<file path="config.mk">
export PLATFORM = sky130hd
export DESIGN_NAME = expression_token_lexer
export DESIGN_NICKNAME = d
export VERILOG_FILES = /design/src/hdl/etl_pkg.sv /design/src/hdl/etl_step.sv /design/src/hdl/etl_token_fifo.sv /design/src/hdl/expression_token_lexer.sv
export SDC_FILE = /design/constraint.sdc
export NUM_CORES = 1
export LEC_CHECK = 0
export BUFFER_PORTS_ARGS = -buffer_cell sky130_fd_sc_hd__clkbuf_2
export CORE_ASPECT_RATIO = 1.1
export CORE_UTILIZATION = 45
export CTS_CLUSTER_DIAMETER = 50
export DETAILED_ROUTE_END_ITERATION = 8
export PLACE_DENSITY = 0.73
export SLEW_MARGIN = 0
export SYNTH_ARGS = -nofsm -noshare
export SYNTH_HDL_FRONTEND = slang
export SYNTH_SLANG_ARGS = --single-unit
export TNS_END_PERCENT = 20
</file>
<file path="constraint.sdc">
create_clock -name clk -period 9.1 [get_ports clk]
set_input_delay 1.365 -clock clk [delete_from_list [all_inputs] [get_ports clk]]
set_output_delay 1.365 -clock clk [all_outputs]
set_load 0.05 [all_outputs]
</file>
<file path="src/hdl/etl_pkg.sv">
// Package for the expression token lexer: character codes, token kinds,
// lexer mode and radix encodings, and the structs passed between modules.
// No dependencies.
package etl_pkg;

  // Width of the token value port; the accumulator width is a parameter.
  localparam int TOKEN_VALUE_WIDTH = 32;
  localparam int DEFAULT_VALUE_WIDTH = 32;

  // Depth of the result queue, a power of two of at least two.
  localparam int TOKEN_FIFO_DEPTH = 4;

  // Character codes.
  localparam logic [7:0] CH_TAB    = 8'h09;
  localparam logic [7:0] CH_LF     = 8'h0A;
  localparam logic [7:0] CH_CR     = 8'h0D;
  localparam logic [7:0] CH_SPACE  = 8'h20;
  localparam logic [7:0] CH_HASH   = 8'h23;
  localparam logic [7:0] CH_LPAREN = 8'h28;
  localparam logic [7:0] CH_RPAREN = 8'h29;
  localparam logic [7:0] CH_STAR   = 8'h2A;
  localparam logic [7:0] CH_PLUS   = 8'h2B;
  localparam logic [7:0] CH_MINUS  = 8'h2D;
  localparam logic [7:0] CH_ZERO   = 8'h30;
  localparam logic [7:0] CH_NINE   = 8'h39;
  localparam logic [7:0] CH_UP_A   = 8'h41;
  localparam logic [7:0] CH_UP_F   = 8'h46;
  localparam logic [7:0] CH_UP_X   = 8'h58;
  localparam logic [7:0] CH_CARET  = 8'h5E;
  localparam logic [7:0] CH_LO_A   = 8'h61;
  localparam logic [7:0] CH_LO_F   = 8'h66;
  localparam logic [7:0] CH_LO_X   = 8'h78;

  // Digit value given to a byte that is no hex digit at all.
  localparam logic [4:0] NO_DIGIT  = 5'd16;

  typedef enum logic [3:0] {
    K_NUMBER   = 4'd0,
    K_PLUS     = 4'd1,
    K_MINUS    = 4'd2,
    K_STAR     = 4'd3,
    K_LPAREN   = 4'd4,
    K_RPAREN   = 4'd5,
    K_CARET    = 4'd6,
    K_NEWLINE  = 4'd7,
    K_NONSENSE = 4'd8,
    K_END      = 4'd9
  } token_kind_t;

  typedef enum logic [1:0] {
    MODE_IDLE    = 2'd0,
    MODE_COMMENT = 2'd1,
    MODE_NUMBER  = 2'd2,
    MODE_ZERO    = 2'd3
  } lex_mode_t;

  typedef enum logic [1:0] {
    RADIX_DEC = 2'd0,
    RADIX_OCT = 2'd1,
    RADIX_HEX = 2'd2
  } radix_t;

  typedef struct packed {
    token_kind_t                    kind;
    logic [TOKEN_VALUE_WIDTH-1:0]   value;
    logic                           last;
  } token_t;

  // Tokens produced by one item, in order: count is 0, 1 or 2.
  typedef struct packed {
    logic [1:0] count;
    token_t     tok0;
    token_t     tok1;
  } token_pair_t;

  typedef struct packed {
    logic not_empty;
    logic room_for_pair;
  } fifo_status_t;

endpackage

</file>
<file path="src/hdl/etl_step.sv">
// Combinational lexer step: classifies one byte against the current mode,
// radix and accumulator and gives the next state and up to two tokens.
// Depends on etl_pkg.
module etl_step
  import etl_pkg::*;
#(
  parameter int VALUE_WIDTH = DEFAULT_VALUE_WIDTH
) (
  input  logic [7:0]             in_byte,
  input  logic                   end_of_input,
  input  lex_mode_t              mode,
  input  radix_t                 radix,
  input  logic [VALUE_WIDTH-1:0] acc,
  output lex_mode_t              mode_next,
  output radix_t                 radix_next,
  output logic [VALUE_WIDTH-1:0] acc_next,
  output token_pair_t            tokens
);

  logic [4:0]             dig;
  radix_t                 eff_radix;
  logic                   digit_ok;
  logic [VALUE_WIDTH-1:0] dig_ext;
  logic [VALUE_WIDTH-1:0] times2;
  logic [VALUE_WIDTH-1:0] times8;
  logic [VALUE_WIDTH-1:0] times16;
  logic [VALUE_WIDTH-1:0] acc_mac;
  logic [63:0]            acc_wide;
  logic [TOKEN_VALUE_WIDTH-1:0] acc_val;
  logic                   is_x;

  logic                   fr_emit;
  token_kind_t            fr_kind;
  lex_mode_t              fr_mode;
  logic [VALUE_WIDTH-1:0] fr_acc;

  logic [1:0]             cnt;
  token_kind_t            kind0;
  token_kind_t            kind1;
  logic [TOKEN_VALUE_WIDTH-1:0] val0;

  // Digit value of the byte in any base up to sixteen.
  always_comb begin
    if (in_byte >= CH_ZERO && in_byte <= CH_NINE) begin
      dig = 5'(in_byte - CH_ZERO);
    end else if (in_byte >= CH_UP_A && in_byte <= CH_UP_F) begin
      dig = 5'(in_byte - CH_UP_A + 8'd10);
    end else if (in_byte >= CH_LO_A && in_byte <= CH_LO_F) begin
      dig = 5'(in_byte - CH_LO_A + 8'd10);
    end else begin
      dig = NO_DIGIT;
    end
  end

  // After a leading zero any byte but x selects octal.
  assign eff_radix = (mode == MODE_ZERO) ? RADIX_OCT : radix;
  assign is_x      = (in_byte == CH_LO_X) || (in_byte == CH_UP_X);

  assign dig_ext = VALUE_WIDTH'(dig);
  assign times2  = {acc[VALUE_WIDTH-2:0], 1'b0};
  assign times8  = {acc[VALUE_WIDTH-4:0], 3'b000};
  assign times16 = {acc[VALUE_WIDTH-5:0], 4'b0000};

  always_comb begin
    case (eff_radix)
      RADIX_OCT: begin
        digit_ok = (dig < 5'd8);
        acc_mac  = times8 + dig_ext;
      end
      RADIX_HEX: begin
        digit_ok = (dig < 5'd16);
        acc_mac  = times16 + dig_ext;
      end
      default: begin
        digit_ok = (dig < 5'd10);
        acc_mac  = times8 + times2 + dig_ext;
      end
    endcase
  end

  assign acc_wide = 64'(acc);
  assign acc_val  = acc_wide[TOKEN_VALUE_WIDTH-1:0];

  // How a byte is lexed when it starts a fresh token.
  always_comb begin
    fr_emit = 1'b0;
    fr_kind = K_NONSENSE;
    fr_mode = MODE_IDLE;
    fr_acc  = '0;
    case (in_byte)
      CH_SPACE, CH_TAB, CH_CR: begin
        fr_emit = 1'b0;
      end
      CH_HASH:   fr_mode = MODE_COMMENT;
      CH_PLUS:   begin fr_emit = 1'b1; fr_kind = K_PLUS;    end
      CH_MINUS:  begin fr_emit = 1'b1; fr_kind = K_MINUS;   end
      CH_STAR:   begin fr_emit = 1'b1; fr_kind = K_STAR;    end
      CH_LPAREN: begin fr_emit = 1'b1; fr_kind = K_LPAREN;  end
      CH_RPAREN: begin fr_emit = 1'b1; fr_kind = K_RPAREN;  end
      CH_CARET:  begin fr_emit = 1'b1; fr_kind = K_CARET;   end
      CH_LF:     begin fr_emit = 1'b1; fr_kind = K_NEWLINE; end
      CH_ZERO:   fr_mode = MODE_ZERO;
      default: begin
        if (in_byte > CH_ZERO && in_byte <= CH_NINE) begin
          fr_mode = MODE_NUMBER;
          fr_acc  = dig_ext;
        end else begin
          fr_emit = 1'b1;
          fr_kind = K_NONSENSE;
        end
      end
    endcase
  end

  always_comb begin
    mode_next  = mode;
    radix_next = radix;
    acc_next   = acc;
    cnt        = 2'd0;
    kind0      = K_NONSENSE;
    kind1      = K_NONSENSE;
    val0       = '0;
    if (end_of_input) begin
      // A pending number goes out ahead of the end token.
      if (mode == MODE_NUMBER || mode == MODE_ZERO) begin
        cnt   = 2'd2;
        kind0 = K_NUMBER;
        val0  = acc_val;
        kind1 = K_END;
      end else begin
        cnt   = 2'd1;
        kind0 = K_END;
      end
      mode_next  = MODE_IDLE;
      radix_next = RADIX_DEC;
      acc_next   = '0;
    end else begin
      case (mode)
        MODE_COMMENT: begin
          if (in_byte == CH_LF) begin
            cnt       = 2'd1;
            kind0     = K_NEWLINE;
            mode_next = MODE_IDLE;
          end
        end
        MODE_ZERO, MODE_NUMBER: begin
          if (mode == MODE_ZERO && is_x) begin
            mode_next  = MODE_NUMBER;
            radix_next = RADIX_HEX;
            acc_next   = '0;
          end else if (digit_ok) begin
            mode_next  = MODE_NUMBER;
            radix_next = eff_radix;
            acc_next   = acc_mac;
          end else begin
            // The number ends and the byte is lexed afresh.
            kind0      = K_NUMBER;
            val0       = acc_val;
            kind1      = fr_kind;
            cnt        = fr_emit ? 2'd2 : 2'd1;
            mode_next  = fr_mode;
            radix_next = RADIX_DEC;
            acc_next   = fr_acc;
          end
        end
        default: begin
          mode_next  = fr_mode;
          radix_next = RADIX_DEC;
          acc_next   = fr_acc;
          if (fr_emit) begin
            cnt   = 2'd1;
            kind0 = fr_kind;
          end
        end
      endcase
    end
  end

  assign tokens.count      = cnt;
  assign tokens.tok0.kind  = kind0;
  assign tokens.tok0.value = val0;
  assign tokens.tok0.last  = (cnt == 2'd1);
  assign tokens.tok1.kind  = kind1;
  assign tokens.tok1.value = '0;
  assign tokens.tok1.last  = 1'b1;

endmodule

</file>
<file path="src/hdl/etl_token_fifo.sv">
// Small result queue that takes up to two tokens a cycle and gives one.
// Depends on etl_pkg.
module etl_token_fifo
  import etl_pkg::*;
(
  input  logic         clk,
  input  logic         rst,
  input  token_pair_t  push,
  input  logic         pop,
  output token_t       head,
  output fifo_status_t status
);

  localparam int AW = $clog2(TOKEN_FIFO_DEPTH);

  token_t        entries [TOKEN_FIFO_DEPTH];
  logic [AW-1:0] wr_ptr;
  logic [AW-1:0] rd_ptr;
  logic [AW:0]   count;
  logic [AW-1:0] wr_ptr_inc;
  logic [AW-1:0] wr_ptr_next;
  logic [AW-1:0] rd_ptr_next;
  logic [AW:0]   count_next;

  assign wr_ptr_inc  = wr_ptr + AW'(1);
  assign wr_ptr_next = wr_ptr + AW'(push.count);
  assign rd_ptr_next = pop ? rd_ptr + AW'(1) : rd_ptr;
  assign count_next  = count + (AW+1)'(push.count) - (AW+1)'(pop);

  always_ff @(posedge clk) begin
    if (rst) begin
      wr_ptr <= '0;
      rd_ptr <= '0;
      count  <= '0;
    end else begin
      wr_ptr <= wr_ptr_next;
      rd_ptr <= rd_ptr_next;
      count  <= count_next;
    end
  end

  always_ff @(posedge clk) begin
    if (push.count != 2'd0) begin
      entries[wr_ptr] <= push.tok0;
    end
    if (push.count == 2'd2) begin
      entries[wr_ptr_inc] <= push.tok1;
    end
  end

  assign head                 = entries[rd_ptr];
  assign status.not_empty     = (count != '0);
  assign status.room_for_pair = (count <= (AW+1)'(TOKEN_FIFO_DEPTH - 2));

endmodule

</file>
<file path="src/hdl/expression_token_lexer.sv">
// Top level of the expression token lexer: input register, lexer state,
// lexer step and result queue. Depends on etl_pkg, etl_step, etl_token_fifo.
//
// Use: the sender offers one item per cycle on in_valid with in_byte and
// end_of_input; the item is taken at a rising edge where in_valid is high
// and in_stall is low. Each item gives zero, one or two tokens on the
// result channel (out_valid, token_kind, token_value, last_of_item); a
// token is taken at an edge where out_valid is high and out_stall is low.
// last_of_item marks the final token of the item that caused it.
// An item is held in the input register after it is taken and is lexed
// once the queue has room for two tokens; its tokens are written into the
// result queue, and the first is shown from the queue head.
// Throughput: one item per cycle while items give at most one token each
// and the receiver does not stall; the result side gives one token per
// cycle, so an item that ends a number and is itself a token sends two.
// The lexer step waits until the four-entry result queue has room for two
// tokens, and while it waits in_stall is raised.
// When the receiver stalls, the queue fills and then in_stall holds the
// sender; no token is lost or repeated. Reset (rst, synchronous) empties
// the queue and the input register and returns the lexer to idle with a
// zero accumulator and decimal radix. An end-of-input item does the same
// after flushing any pending number and sending the end token.
module expression_token_lexer
  import etl_pkg::*;
#(
  parameter int VALUE_WIDTH = DEFAULT_VALUE_WIDTH
) (
  input  logic                         clk,
  input  logic                         rst,
  input  logic                         in_valid,
  output logic                         in_stall,
  input  logic [7:0]                   in_byte,
  input  logic                         end_of_input,
  output logic                         out_valid,
  input  logic                         out_stall,
  output logic [3:0]                   token_kind,
  output logic [TOKEN_VALUE_WIDTH-1:0] token_value,
  output logic                         last_of_item
);

  // Input register: the item waiting to be lexed.
  logic                   s1_valid;
  logic [7:0]             s1_byte;
  logic                   s1_eoi;

  // Lexer state.
  lex_mode_t              mode;
  radix_t                 radix;
  logic [VALUE_WIDTH-1:0] acc;

  lex_mode_t              mode_next;
  radix_t                 radix_next;
  logic [VALUE_WIDTH-1:0] acc_next;
  token_pair_t            step_tokens;
  token_pair_t            push;
  token_t                 head;
  fifo_status_t           fifo_st;

  logic                   in_accept;
  logic                   consume;
  logic                   pop;

  // The held item is lexed once the queue can take both possible tokens.
  assign consume   = s1_valid && fifo_st.room_for_pair;
  assign in_stall  = s1_valid && !consume;
  assign in_accept = in_valid && !in_stall;

  always_ff @(posedge clk) begin
    if (rst) begin
      s1_valid <= 1'b0;
    end else begin
      s1_valid <= in_accept || (s1_valid && !consume);
    end
  end

  always_ff @(posedge clk) begin
    if (in_accept) begin
      s1_byte <= in_byte;
      s1_eoi  <= end_of_input;
    end
  end

  etl_step #(
    .VALUE_WIDTH (VALUE_WIDTH)
  ) u_step (
    .in_byte      (s1_byte),
    .end_of_input (s1_eoi),
    .mode         (mode),
    .radix        (radix),
    .acc          (acc),
    .mode_next    (mode_next),
    .radix_next   (radix_next),
    .acc_next     (acc_next),
    .tokens       (step_tokens)
  );

  always_ff @(posedge clk) begin
    if (rst) begin
      mode  <= MODE_IDLE;
      radix <= RADIX_DEC;
      acc   <= '0;
    end else if (consume) begin
      mode  <= mode_next;
      radix <= radix_next;
      acc   <= acc_next;
    end
  end

  // Only a lexed item pushes tokens into the queue.
  always_comb begin
    push = step_tokens;
    if (!consume) begin
      push.count = 2'd0;
    end
  end

  assign pop = out_valid && !out_stall;

  etl_token_fifo u_fifo (
    .clk    (clk),
    .rst    (rst),
    .push   (push),
    .pop    (pop),
    .head   (head),
    .status (fifo_st)
  );

  assign out_valid    = fifo_st.not_empty;
  assign token_kind   = head.kind;
  assign token_value  = head.value;
  assign last_of_item = head.last;

  // An end-of-input item leaves the lexer idle with a cleared accumulator.
  assert property (@(posedge clk) disable iff (rst)
    consume && s1_eoi |=> mode == MODE_IDLE && acc == '0 && radix == RADIX_DEC)
    else $error("lexer not back at its start state after end of input");

  // Every end-of-input item produces at least the end token.
  assert property (@(posedge clk) disable iff (rst)
    s1_valid && s1_eoi |-> step_tokens.count != 2'd0 && step_tokens.tok0.last ==
      (step_tokens.count == 2'd1))
    else $error("end of input gave no token or a wrong last mark");

  // Inside a comment only a newline or end of input gives a token.
  assert property (@(posedge clk) disable iff (rst)
    s1_valid && mode == MODE_COMMENT && !s1_eoi && s1_byte != CH_LF
      |-> step_tokens.count == 2'd0)
    else $error("token produced inside a comment");

  // A lexed item that gives a token makes the result channel valid next.
  assert property (@(posedge clk) disable iff (rst)
    consume && step_tokens.count != 2'd0 |=> out_valid)
    else $error("lexed token did not reach the result channel");

endmodule
</file>
### Yosys cells after proc, flatten, opt, wreduce, memory -nomap -nowiden

Memories as Yosys holds them, arrays and structs flattened. A register that Yosys moved wholly into a read port is not among the register bits.
Cells that the tools add are included.

| storage, ports and cells | value |
|---|---|
| word-level logic and storage cells | 140 |
| RAM bits | 148 |
| register bits after elaboration | 53 |
| memories kept | 1 |
| output and inout port bits | 39 |
| bits of input ports | 13 |

Memories:

| memory | words | bits a word | rd ports | clocked after Yosys merged registers in | write ports | line | RTL |
|---|---|---|---|---|---|---|---|
| u_fifo.entries | 4 | 37 | 1 | 1 | 2 | etl_token_fifo.sv:16 | `token_t entries [TOKEN_FIFO_DEPTH];` |

| operators by class | value |
|---|---|
| multiplexer cells | 58 |
| equal/unequal tests | 23 |
| order comparisons | 11 |
| add/subtract/negate cells | 14 |
| reduce and logical (&&, ||, !) cells | 24 |

Operators by type and width:

| cell | number |
|---|---|
| $mux W32 | 9 |
| $pmux W32 S2 | 2 |
| $add A32 B5 Y32 | 3 |
| $eq A8 B6 Y1 const B | 8 |
| $mux W4 | 10 |
| $mux W2 | 17 |
| $add A32 B32 Y32 | 1 |
| $pmux W4 S7 | 1 |
| $eq A8 B4 Y1 const B | 3 |
| $eq A8 B7 Y1 const B | 3 |
| $mux W5 | 4 |
| $ge A8 B7 Y1 const B | 2 |
| $le A8 B7 Y1 const B | 2 |
| $pmux W2 S2 | 3 |
| $reduce_or A12 Y1 | 1 |
| $add A5 B4 Y5 const B | 2 |
| $lt A5 B4 Y1 const B | 2 |
| $reduce_or A10 Y1 | 1 |
| $sub A5 B1 Y5 const B | 2 |
| $logic_and A1 B1 Y1 | 9 |
| $eq A2 B2 Y1 const B | 4 |
| $ge A8 B6 Y1 const B | 1 |
| $gt A8 B6 Y1 const B | 1 |
| $le A8 B6 Y1 const B | 1 |
| other kinds (22) | 38 |

### Logic depth before layout (Yosys ltp)

| depth | value |
|---|---|
| depth after elaboration | 15 |
| depth in mapped cells | 21 |

### By module

From an unflattened synthesis, not the netlist that was laid out.

| second synthesis, totals | value |
|---|---|
| cell total of the unflattened synthesis | 1367 |
| area, all modules | 15297.2 um^2 |

Modules (own cells, without submodules):

| module | cells each | times used | area an instance (um^2) |
|---|---|---|---|
| etl_token_fifo | 405 | 1 | 7848.8 |
| etl_step | 782 | 1 | 5397.7 |
| expression_token_lexer | 180 | 1 | 2050.7 |

### Least setup slack after synthesis

OpenSTA, ideal clock, no wires.

| timing | value |
|---|---|
| path type | reg2reg |
| start point | register s1_byte[1] |
| end point | register acc[29] |
| cell stages (with the launch flop) | 19 |
| setup slack | 4.682 ns |
| period minus slack after synthesis | 4.418 ns |
| setup time | 0.070 ns |
| data arrival time | 4.348 ns |
| path buffers | 0 |
| cells stage by stage | edfxtp_1 inv_1 ha_1 nor4b_1 nor4_2 o21ai_1 o21a_1 inv_2 fa_1 inv_1 ha_1 o211ai_1 a311oi_1 o21a_1 o311ai_0 a21oi_1 o21bai_1 mux2_2 a21oi_1 |

| between the ends | value |
|---|---|
| longest elaborated chain between the ends | 11 |
| elaborated cells on any way between the ends | 33 |
| those cells by class | add/sub: 8; order compare: 9; eq/ne: 2; mux: 9; reduce/logical: 5 |

RTL lines:

| item | line | RTL |
|---|---|---|
| start: declaration | expression_token_lexer.sv:43 | `logic [7:0] s1_byte;` |
| start signal: assignment | expression_token_lexer.sv:78 | `s1_byte <= in_byte;` |
| $sub A5 B1 Y5, or another cell as far along | etl_step.sv:47, etl_step.sv:49 |  |
| $add A5 B4 Y5 / $logic_and A1 B1 Y1 (equally long branches) | etl_step.sv:47, etl_step.sv:49, etl_step.sv:48 |  |
| $mux W5 | etl_step.sv:48 | `end else if (in_byte >= CH_LO_A && in_byte <= CH_LO_F) begin` |
| $mux W5 | etl_step.sv:46 | `end else if (in_byte >= CH_UP_A && in_byte <= CH_UP_F) begin` |
| $mux W5 | etl_step.sv:44 | `if (in_byte >= CH_ZERO && in_byte <= CH_NINE) begin` |
| $add A32 B5 Y32, or another cell as far along | etl_step.sv:76 | `acc_mac = times8 + times2 + dig_ext;` |
| $pmux W32 S2 / $pmux W1 S2 (equally long branches) | etl_step.sv:65 | `case (eff_radix)` |
| $mux W32 | etl_step.sv:151 | `end else if (digit_ok) begin` |
| $mux W32 (*) | etl_step.sv:147 | `if (mode == MODE_ZERO && is_x) begin` |
| $pmux W32 S2 (*) | etl_step.sv:138 | `case (mode)` |
| $mux W32 (*) | etl_step.sv:123 | `if (end_of_input) begin` |
| end signal: assignment | expression_token_lexer.sv:105 | `acc <= acc_next;` |
| end: declaration | expression_token_lexer.sv:49 | `logic [VALUE_WIDTH-1:0] acc;` |

Mark *: on every way between the ends. The rest lies on a longest branch, timed or not.
A chain may end at the register's enable or synchronous reset.

### Final worst setup path

Ends and elaborated chain as after synthesis.

==> impl_metrics.tcl <==
set metrics [dict create \
    switching_share_pct 28.6 \
    setup_viol 0 \
    core_region_area_sq_mm 0.0263 \
    yosysSeqAreaShare_pct 35.6 \
    clock_latency_ns 0.53 \
    crit_end "acc[29]" \
    grt_pass1_wl_mm 51.9 \
    hold_viol 0 \
    clock_path_buffers 3 \
    postCtsHoldBufs 0 \
    cts_tree "yes" \
    holdPathStages 1 \
    grt_pass1_vias 9987 \
    synth_nets 1326 \
    cts_resized 0 \
    syn_area_sq_mm 0.0121 \
    finalCritPeriodShare_pct 57.8 \
    status "finished clean" \
    grt_max_degree 123 \
    synthFlopType "dfxtp_1" \
    seq_power_share_pct 41.9 \
    timing.rr.start "s1_byte[1]" \
    die_w_microns 158 \
    syn_to_final_growth_pct 9.99 \
    antenna_cells 0 \
    post-place-ws_ns 3.93 \
    finalPower_w 0.00229 \
    critPathMaxStageDelay_ns 0.57 \
    arrival_ns 5.72 \
    viasPerCell 6.48 \
    routed-via-count 10300 \
    core.rowCount 62 \
    synth.distinct_cells 78 \
    cp_max_fo 10 \
    ys_ff_latch 203 \
    dp_hpwl_mm 20.7 \
    finalWirelength_mm 32.2 \
    cp.required_ns 9.56 \
    clkSinkCount 203 \
    timing.critical_path.from "s1_byte[1]" \
    place_area_sq_mm 0.0125 \
    drtPass1Iterations 5 \
    grt_antenna_before_repair 0 \
    p_int_w 0.00163 \
    leakage_nw 5.12 \
    hold_class "reg2reg" \
    fin_skew_ns 0.0143 \
    report.final.slew_viol_count 0 \
    crit_chain "inv_1, ha_1, nor4b_1, nor4_2, o21ai_1, o21a_1, inv_2, fa_1, inv_1, ha_1, o211ai_1, a311oi_1, o21a_1, o311ai_0, a21oi_1, o21bai_1, mux2_2, a21oi_1" \
    clock_power_share_pct 43.0 \
    combPwrFrac_pct 15.1 \
    crit_type "reg2reg" \
    die_h_microns 174 \
    synth_top_cells_by_area "dfxtp_1 (29%), a32o_1 (11%), ha_1 (7.3%)" \
    fin_ws_ns 3.84 \
    wl_per_cell_microns 20.2 \
    avgSynthCellArea_sq_um 9.80 \
    rrSetupSlack_ns 3.84 \
    critical-path-slowest-cell "o311ai_0" \
    ys_warn_count 0 \
    p_per_area_mw_per_mm2 172 \
    reg2regPathDepth 18 \
    post-cts-setup-buffers 0 \
    antenna_left 0 \
    rsz0062_at_grt "false" \
    maxCapViolCount 0 \
    fin_hold_ws_ns 0.461 \
    synthCells 1237 \
    die_area_sq_mm 0.0276 \
    final.setup.tns_ns 0 \
    root_buffer "clkbuf_16" \
    synth_edf_count 25 \
    first_iter_violations 837 \
    reg2reg_to "acc[29]" \
    port_buffers 51 \
    overflow 0 \
    async_reset_ff_share_pct 0 \
    clk_pin_slew_ns 0.06 \
    fin_nets 1313 \
    cp-start-kind "register" \
    start_util_pct 46.1 \
    final_area_sq_mm 0.0133 \
    gp_congestion 0.891 \
    switching_power_w 0.000655 \
    netlist_top_cells_count "dfxtp_1 (178), a32o_1 (130), nand2_1 (91)" \
    fmax_mhz 190 \
    htree_num_levels 1 \
    cts_made_buffers 24 \
    grt.total_usage_pct 23.5 \
    vdd_drop_max_uv 299 \
    maxSlewHeadroom_pct 17.8 \
    synthDominantCellAreaShare_pct 29.4 \
    ios 52 \
    synth_top_cell_by_area "dfxtp_1" \
    drc 0 \
    drive_above_1_share_pct 13.8 \
    tightest_slew_ns 1.23 \
    cp-end-kind "register" \
    min_period_ns 5.26 \
    synth_most_common_cell "dfxtp_1" \
]
==> per-stage QoR <==
stage	instances	util (%)
floorplan	1237	-
global placement	1550	47.6
detailed placement	1550	47.6
CTS	1594	50.7
global route	1594	50.7
finish	1594	50.7
==> cell usage in the layout (no fill, tap or decap), types with 4 or more instances in the layout <==
cell type / Yosys / routed
dfxtp_1: 178 / 176
a32o_1: 130 / 130
nand2_1: 91 / 91
ha_1: 71 / 71
nor2_1: 68 / 68
a21oi_1: 66 / 66
clkbuf_2: 1 / 51
xnor2_1: 44 / 44
o21ai_0: 42 / 42
mux4_2: 37 / 37
inv_1: 34 / 34
nand3_1: 30 / 30
xor2_1: 30 / 30
edfxtp_1: 25 / 25
clkbuf_16: 0 / 24
nand2b_1: 20 / 20
o22ai_1: 17 / 17
a221oi_1: 17 / 17
a22oi_1: 16 / 16
buf_4: 1 / 16
nor2b_1: 14 / 14
a21o_1: 14 / 14
or3_1: 12 / 12
nor4_1: 13 / 12
nor3_1: 13 / 12
o211ai_1: 12 / 12
nand4_1: 11 / 11
a221o_1: 8 / 8
o21a_1: 7 / 7
nand3b_1: 6 / 6
a21boi_0: 6 / 6
a32oi_1: 6 / 6
o21bai_1: 5 / 5
a31oi_1: 5 / 5
fa_1: 5 / 5
clkbuf_1: 63 / 5
and2_1: 4 / 4
a211oi_1: 4 / 4
a22o_1: 4 / 4
==> per-layer routing <==
metal	global-route usage, %	wire length [microns]
met2	39.9	15700
met4	9.50	1130
met5	0	0
met1	29.7	13400
met3	3.14	1920
==> critical path, delay by kind of cell, from the launching register on <==
family	cells	cell delay [ns]
DFF	1	0.51
adders and majority gates	3	1.08
and+or+nand+nor	2	0.44
AOI/OAI and AO/OA	9	2.53
muxes	1	0.35
buffers and inverters	3	0.27
==> worst min path at each step <==
stage	end	slack (ns)	startpoint
after floorplan	u_fifo.entries[2][0]	0.44	u_fifo.entries[2][0]
after global placement	u_fifo.entries[2][32]	0.44	u_fifo.entries[2][32]
after detailed placement	u_fifo.entries[2][32]	0.45	u_fifo.entries[2][32]
after CTS	u_fifo.entries[2][32]	0.46	u_fifo.entries[2][32]
after global routing	u_fifo.entries[2][27]	0.47	u_fifo.entries[2][27]
final	u_fifo.entries[2][13]	0.46	u_fifo.entries[2][13]
==> power groups by stage <==
stage          Combinational (W)  Sequential, W  Clock (W)
2_1_floorplan           0.000281       0.000964          0
3_3_place_gp            0.000344       0.000976          0
3_5_place_dp            0.000347       0.000977          0
4_1_cts                 0.000349       0.000958   0.000998
5_1_grt                 0.000371       0.000962    0.00103
6_report                0.000345       0.000958   0.000985
==> final cells by class <==
| type | count | area, sq um |
|---|---|---|
| well taps | 352 | 440 |
| fillers | 2349 | 13000 |
| repair buffers | 67 | 375 |
| clock inverters | 15 | 198 |
| flip-flops and latches | 203 | 4320 |
| clock buffers | 29 | 619 |
| multi-input cells | 891 | 7240 |
| inverters | 37 | 139 |
==> flip-flops by register name (all words and copies together) (netlist names), named ones only <==
signal	flops
u_fifo.entries	148
radix	2
u_fifo.wr_ptr	2
acc	32
s1_eoi	1
mode	2
u_fifo.count	3
s1_byte	8
s1_valid	1
u_fifo.rd_ptr	2
==> kinds of logic (layout without fill, tap and decap cells) <==
group	after synthesis	in the layout	synth area share [%]
AO/OA/AOI/OAI	401	401	26.7
AND/OR/NAND/NOR	299	299	12.2
flip-flops	203	203	35.6
adder cells (fa/ha/maj)	76	76	8.16
XOR/XNOR	74	74	5.35
buffers and inverters	143	148	4.80
multiplexers	41	41	7.22
(Power assumes the default switching activity.)
